--- src/sv/cog_pkg.sv ---
package cog_pkg;

	localparam logic [1:0] OP_LOAD_ENTRY = 2'd0;
	localparam logic [1:0] OP_LOAD_STAB  = 2'd1;
	localparam logic [1:0] OP_QUERY_COL  = 2'd2;
	localparam logic [1:0] OP_QUERY_TOT  = 2'd3;

	localparam logic [1:0] KIND_HEADER = 2'd0;
	localparam logic [1:0] KIND_NBR    = 2'd1;
	localparam logic [1:0] KIND_TOTALS = 2'd2;

	localparam logic [1:0] CFG_LAMBDA = 2'd0;
	localparam logic [1:0] CFG_ROWS   = 2'd1;
	localparam logic [1:0] CFG_COLS   = 2'd2;
	localparam logic [1:0] CFG_GORDER = 2'd3;

	localparam int CFG_W = 31;
	localparam int DIV_STEPS = 31;
	localparam int DCNT_W = 5;

	typedef struct packed {
		logic [1:0]  opcode;
		logic [4:0]  col_index;
		logic [5:0]  row_index;
		logic [7:0]  entry_value;
		logic [30:0] stab_order;
	} item_t;

	typedef struct packed {
		logic [1:0]  kind;
		logic        kept;
		logic [30:0] weight;
		logic [4:0]  degree;
		logic [4:0]  vertex_index;
		logic [5:0]  vertex_count;
		logic [8:0]  edge_count;
		logic        last;
	} result_t;

	typedef struct packed {
		logic capture;
		logic scan_go;
		logic scan_ortho;
		logic a_zero;
		logic a_one;
		logic a_col;
		logic a_inc;
		logic b_clr;
		logic b_inc;
		logic kept_wr;
		logic ec_upd;
		logic c_visit;
		logic adj_wr;
		logic stab_rd;
		logic div_go;
		logic emit_hdr;
		logic emit_nbr;
		logic emit_tot;
	} cmd_t;

	typedef struct packed {
		logic scan_done;
		logic a_last;
		logic b_last;
		logic b_next_lt_a;
		logic pair_kept;
		logic b_other_kept;
		logic col_ok;
		logic div_done;
		logic adj_b;
		logic nbr_last;
		logic deg_zero;
		logic is_tot;
	} stat_t;

endpackage

--- src/sv/cog_ctrl.sv ---
module cog_ctrl (
	input  logic           clk,
	input  logic           arst_n,
	input  logic           start,
	input  logic [1:0]     opcode,
	input  cog_pkg::stat_t stat,
	output cog_pkg::cmd_t  cmd,
	output logic           busy
);

	localparam logic [3:0] S_IDLE  = 4'd0;
	localparam logic [3:0] S_KGO   = 4'd1;
	localparam logic [3:0] S_KWAIT = 4'd2;
	localparam logic [3:0] S_KEND  = 4'd3;
	localparam logic [3:0] S_TSEL  = 4'd4;
	localparam logic [3:0] S_TWAIT = 4'd5;
	localparam logic [3:0] S_TOT   = 4'd6;
	localparam logic [3:0] S_CSEL  = 4'd7;
	localparam logic [3:0] S_CWAIT = 4'd8;
	localparam logic [3:0] S_SRD   = 4'd9;
	localparam logic [3:0] S_DLD   = 4'd10;
	localparam logic [3:0] S_DIV   = 4'd11;
	localparam logic [3:0] S_HDR   = 4'd12;
	localparam logic [3:0] S_NBR   = 4'd13;

	logic [3:0] st_q, st_d;

	always_comb begin
		cmd  = '0;
		st_d = st_q;
		unique case (st_q)
			S_IDLE: begin
				if (start) begin
					cmd.capture = 1'b1;
					if (opcode == cog_pkg::OP_QUERY_COL || opcode == cog_pkg::OP_QUERY_TOT) begin
						cmd.a_zero = 1'b1;
						st_d = S_KGO;
					end
				end
			end
			S_KGO: begin
				cmd.scan_go = 1'b1;
				st_d = S_KWAIT;
			end
			S_KWAIT: begin
				if (stat.scan_done) begin
					cmd.kept_wr = 1'b1;
					if (stat.a_last) begin
						st_d = S_KEND;
					end else begin
						cmd.a_inc = 1'b1;
						st_d = S_KGO;
					end
				end
			end
			S_KEND: begin
				cmd.b_clr = 1'b1;
				if (stat.is_tot) begin
					cmd.a_one = 1'b1;
					st_d = S_TSEL;
				end else if (stat.col_ok) begin
					cmd.a_col = 1'b1;
					st_d = S_CSEL;
				end else begin
					st_d = S_SRD;
				end
			end
			S_TSEL, S_TWAIT: begin
				if (st_q == S_TSEL && stat.pair_kept) begin
					cmd.scan_go    = 1'b1;
					cmd.scan_ortho = 1'b1;
					st_d = S_TWAIT;
				end else if (st_q == S_TSEL || stat.scan_done) begin
					cmd.ec_upd = (st_q == S_TWAIT);
					if (stat.b_next_lt_a) begin
						cmd.b_inc = 1'b1;
						st_d = S_TSEL;
					end else if (stat.a_last) begin
						st_d = S_TOT;
					end else begin
						cmd.a_inc = 1'b1;
						cmd.b_clr = 1'b1;
						st_d = S_TSEL;
					end
				end
			end
			S_TOT: begin
				cmd.emit_tot = 1'b1;
				st_d = S_IDLE;
			end
			S_CSEL: begin
				cmd.c_visit = 1'b1;
				if (stat.b_other_kept) begin
					cmd.scan_go    = 1'b1;
					cmd.scan_ortho = 1'b1;
					st_d = S_CWAIT;
				end else if (stat.b_last) begin
					st_d = S_SRD;
				end else begin
					cmd.b_inc = 1'b1;
				end
			end
			S_CWAIT: begin
				if (stat.scan_done) begin
					cmd.adj_wr = 1'b1;
					if (stat.b_last) begin
						st_d = S_SRD;
					end else begin
						cmd.b_inc = 1'b1;
						st_d = S_CSEL;
					end
				end
			end
			S_SRD: begin
				cmd.stab_rd = 1'b1;
				st_d = S_DLD;
			end
			S_DLD: begin
				cmd.div_go = 1'b1;
				st_d = S_DIV;
			end
			S_DIV: begin
				if (stat.div_done) begin
					st_d = S_HDR;
				end
			end
			S_HDR: begin
				cmd.emit_hdr = 1'b1;
				cmd.b_clr    = 1'b1;
				st_d = (stat.col_ok && !stat.deg_zero) ? S_NBR : S_IDLE;
			end
			S_NBR: begin
				cmd.emit_nbr = 1'b1;
				if ((stat.adj_b && stat.nbr_last) || stat.b_last) begin
					st_d = S_IDLE;
				end else begin
					cmd.b_inc = 1'b1;
				end
			end
			default: st_d = S_IDLE;
		endcase
	end

	always_ff @(posedge clk or negedge arst_n) begin
		if (!arst_n) begin
			st_q <= S_IDLE;
		end else begin
			st_q <= st_d;
		end
	end

	assign busy = st_q != S_IDLE;

	a_emit_one: assert property (@(posedge clk) disable iff (!arst_n)
		$onehot0({cmd.emit_hdr, cmd.emit_nbr, cmd.emit_tot}))
		else $error("two result sources at once");
	a_scan_wait: assert property (@(posedge clk) disable iff (!arst_n)
		cmd.scan_go |=> st_q == S_KWAIT || st_q == S_TWAIT || st_q == S_CWAIT)
		else $error("scan started outside a wait");
	a_div_wait: assert property (@(posedge clk) disable iff (!arst_n)
		cmd.div_go |=> st_q == S_DIV)
		else $error("divider started without wait");

endmodule

--- config.mk ---
export PLATFORM = sky130hd
export DESIGN_NAME = cog_ctrl
export DESIGN_NICKNAME = d
export VERILOG_FILES = /design/src/sv/cog_pkg.sv /design/src/sv/cog_ctrl.sv
export SDC_FILE = /design/constraint.sdc
export NUM_CORES = 1
export LEC_CHECK = 0
export ABC_AREA = 1
export BUFFER_PORTS_ARGS = -buffer_cell sky130_fd_sc_hd__buf_2
export CORE_UTILIZATION = 46
export DETAILED_ROUTE_END_ITERATION = 10
export HOLD_SLACK_MARGIN = 0.1
export PLACE_DENSITY_LB_ADDON = 0.08
export SYNTH_ARGS = -nofsm -noshare
export SYNTH_HDL_FRONTEND = slang
export SYNTH_SLANG_ARGS = --single-unit
--- constraint.sdc ---
create_clock -name clk -period 4 [get_ports clk]
set_clock_uncertainty 0.15 [all_clocks]
set_input_delay 0.8 -clock clk [delete_from_list [all_inputs] [get_ports clk]]
set_output_delay 0.8 -clock clk [all_outputs]
set_load 0.005 [all_outputs]
=== Word level (Yosys, flattened, before mapping) ===
Index checks and enable logic that the tools add are counted.

* Bits in registers: 4
* Bits in latches: 0
* Bits in writable memories: 0
* Bits in read-only memories: 0
* Input port bits: 17
* Output and inout bits: 19
* Memories: 0

* $add $sub $neg: 0
* Multiply operators: 0
* Div/mod/pow operators: 0
* Magnitude comparators: 0
* Eq/ne operators: 23
* Shifts and indexed selects: 0
* Muxes and demuxes: 57
* Bitwise operators: 0
* Reductions and logical operators: 12

{| class="wikitable"
|+ Operators by type and width
! cell !! count
|-
| $mux 4 || 15
|-
| $pmux 4 s12 || 1
|-
| $mux 1 || 27
|-
| $eq 4x4->1 const B || 6
|-
| $eq 4x3->1 const B || 4
|-
| $mux 2 || 7
|-
| $ne 2x2->1 const B || 6
|-
| $eq 4x2->1 const B || 2
|-
| $reduce_and 8->1 || 1
|-
| $mux 3 || 2
|-
| $ne 3x3->1 const B || 2
|-
| $pmux 1 s2 || 3
|-
| $eq 2x2->1 const B || 2
|-
| $eq 4x1->1 const B || 1
|-
| $logic_not 4->1 || 1
|-
| $pmux 1 s4 || 1
|-
| $reduce_bool 4->1 || 1
|-
| $reduce_or 2->1 || 2
|-
| $logic_and 1x1->1 || 3
|-
| $logic_or 1x1->1 || 3
|-
| $pmux 1 s3 || 1
|-
| $logic_not 1->1 || 1
|}

=== Logic depth before layout (Yosys ltp) ===
* Depth after elaboration: 5
* Mapped depth: 10
* Mapped depth without buffers: 10

=== Worst setup path after synthesis ===
No wires, ideal clock.

* Path type: input to output
* Start point: input stat[11] (netlist bit)
* End point: output cmd[10] (netlist bit)
* Arrival: 1.315 ns
* Data required time: 3.050 ns
* Slack: 1.735 ns
* Cell stages on the path: 4
* Path through: clkinv_1 o21ai_0 nand4_1 nand3_1

{| class="wikitable"
|+ RTL lines
! element !! line !! RTL
|-
| start: declaration || cog_ctrl.sv:6 || <nowiki>input cog_pkg::stat_t stat,</nowiki>
|-
| end: declaration || cog_ctrl.sv:7 || <nowiki>output cog_pkg::cmd_t cmd,</nowiki>
|}

==> run_results.csv <==
group,metric,value,unit
finish,syn2layout_area_growth,31.73,%
sta,finalSetupTns,0,ps
pwr,sw_frac_of_total,0.5604,
logic_synthesis,ys_warn_count,0,
finish,reg_top3,"st_q: 4 flops",
clocking,hold_buffers,0,
detailed_routing,via_per_inst,5.233,
sta,rsz0062_at_grt,"false",
pwr,power_frac_comb,0.700,
critical_path,crit_path_max_fanout,10,
critical_path,crit_path_start,"stat[11]",
clocking,cts_inserted_buffers,3,
pwr,p_sw,0.0002670,W
critical_path,r2r-start,"st_q[1]",
finish,nNetsFinal,180,
finish,num_antenna_cells,0,
logic_synthesis,yosysSeqAreaShare,0.1538,
detailed_routing,routed_wl,1841,um
clocking,cts_buffer_depth,2,
pwr,power_frac_seq,0.199,
floorplan,dieArea,1569,um^2
global_routing,antenna_found_initial,0,
logic_synthesis,synth.distinct_cells,20,
sta,fin_ws,1376,ps
detailed_routing,dr.pass1.iters,4,
global_routing,grt_pass1_wl,2766,um
clocking,clkSinkCount,4,
global_routing,groute.usage.overall,0.2538,
logic_synthesis,synth_nets,142,
detailed_routing,drt_iter0_markers,31,
finish,final_common_cell,"nand2_1",
pwr,peakVddDrop,339.7,uV
logic_synthesis,syn_area,650.6,um^2
critical_path,crit_path_start_kind,"input pin",
floorplan,initial_core_util,0.5000,
global_routing,grt_remaining_overflow,0,
clocking,cts_tree,"done",
place,gp_congestion,0.8639,
finish,post-route-util,0.6587,
critical_path,crit_path_end_kind,"output pin",
sta,max_clock_freq,381.1,MHz
clocking,post_cts_buffers,0,
global_routing,grt_pass1_vias,718,
clocking,cts_resized,0,
finish,regArea,100.1,um^2
place,pre_cts_ws,1384,ps
clocking,clock-root-buffer,"clkbuf_4",
floorplan,ios,36,
sta,max_slew_margin,0.7783,
logic_synthesis,avgSynthCellArea,5.205,um^2
sta,fin_crit,2624,ps
finish,drive_gt1_frac,0.3354,
detailed_routing,vias,921,
logic_synthesis,netlist_instances,125,
run_status,status,"finished, final reports clean",
logic_synthesis,ys_seq_elements,4,
finish,fillers,140,
clocking,clk_latency,230,ps
sta,finalSetupViolCount,0,
detailed_routing,wl_per_cell,10.46,um
floorplan,coreArea,1301,um^2
sta,hold_viol_final,0,
detailed_routing,drc,0,
floorplan,die_h,39.61,um
clocking,h-tree-depth,1,
finish,multi_input_area,474.2,um^2
critical_path,critical_path_class,"in -> out",
finish,mostFrequentLayoutCells,"nand2_1 (43), buf_2 (34), nor2_1 (17)",
finish,top_register,"st_q",
floorplan,rows,13,
global_routing,grt_max_degree,11,
floorplan,fp.dieW,39.61,um
pwr,p_per_area,555.9,nW/um^2
finish,largest_register_ffs,4,
sta,timing.final.crit_share,0.6560,
critical_path,crit_arrival,1670,ps
critical_path,cp.required,3050,ps
detailed_routing,final_antenna_net_count,0,
pwr,p_int,0.0002095,W
pwr,pwr-share-clk,0.101,
run,drv_cap,0,
pwr,power.leakage,0.5692,nW
sta,worst_pin_slew,332.1,ps
clocking,path_clk_slew,40,ps
sta,maxSlewViolCount,0,
place,dp_hpwl,1523,um
hold_path,min_path_type,"in -> async",
place,portBuffers,34,
## Yosys cell counts
master	count	share of area
a21oi_1	1	0.0077
dfrtp_1	4	0.15
inv_1	16	0.092
nor2_4	1	0.017
nor3_1	3	0.023
o21ai_1	4	0.031
buf_2	1	0.0077
o31ai_1	1	0.012
nor2_2	7	0.067
nand2_2	5	0.048
o2111ai_1	1	0.013
nand3_2	2	0.031
nand4_1	3	0.029
inv_2	2	0.012
nand3b_1	1	0.012
nor2_1	17	0.098
nand3_1	8	0.062
clkinv_1	1	0.0058
nand2_1	43	0.25
o21ai_0	4	0.031
## final timing paths
check / cells after the start / end / slack [ps]
setup / recovery: 6 / cmd[11] / 1380
max in group asynchronous: 1 / st_q[2] / 3350
min in group clk: 2 / st_q[3] / 430
setup reg to reg: 8 / st_q[1] / 2350
hold reg to reg: 2 / st_q[3] / 430
hold / removal: 1 / st_q[3] / 220
## area by class of cell
type / count / share of cell area
well taps: 15 / 0.02190
inverters: 19 / 0.08321
clock buffers: 3 / 0.02628
flip-flops and latches: 4 / 0.1168
repair buffers: 34 / 0.1985
multi-input cells: 101 / 0.5533
## through the flow
stage / instances / hold WS [ps] / total power, W / instance area, um^2
global route: 176 / 219.9 / 0.0005262 / 857.1
global placement: 173 / 410.6 / 0.0004146 / 834.6
finish: 176 / 219.5 / 0.0004765 / 857.1
detailed placement: 173 / 414.9 / 0.0004242 / 834.6
CTS: 176 / 212.8 / 0.0004751 / 857.1
floorplan: 125 / 354.4 / 0.0003288 / 650.6
## per-layer routing
layer / up-vias / wire length (um) / global-route usage
met5: - / 0 / 0
met4: 0 / 20 / 0.05172
met3: 2 / 106 / 0.03409
met2: 36 / 926 / 0.4385
met1: 415 / 789 / 0.3299
li1: 468 / - / -
## worst max-delay path, stage by stage
cell and delay [ps]:
buf_2 80, clkinv_1 200, o21ai_0 190, nand4_1 160, o31ai_1 90, buf_2 140
## power by group through the flow
stage | sequential, W | combinational, W | clock [W]
3_5_place_dp | 0.0000933 | 0.000331 | 0
3_3_place_gp | 0.0000923 | 0.000322 | 0
5_1_grt | 0.0000980 | 0.000376 | 0.0000523
4_1_cts | 0.0000931 | 0.000332 | 0.0000504
6_report | 0.0000947 | 0.000334 | 0.0000482
2_1_floorplan | 0.0000758 | 0.000253 | 0
## cell families after synthesis
| group | after synthesis | share of synthesized area |
|---|---|---|
| compound gates | 11 | 0.09423 |
| buf+inv | 20 | 0.1173 |
| flops | 4 | 0.1539 |
| simple gates | 90 | 0.6346 |
(Power assumes the default switching activity.)
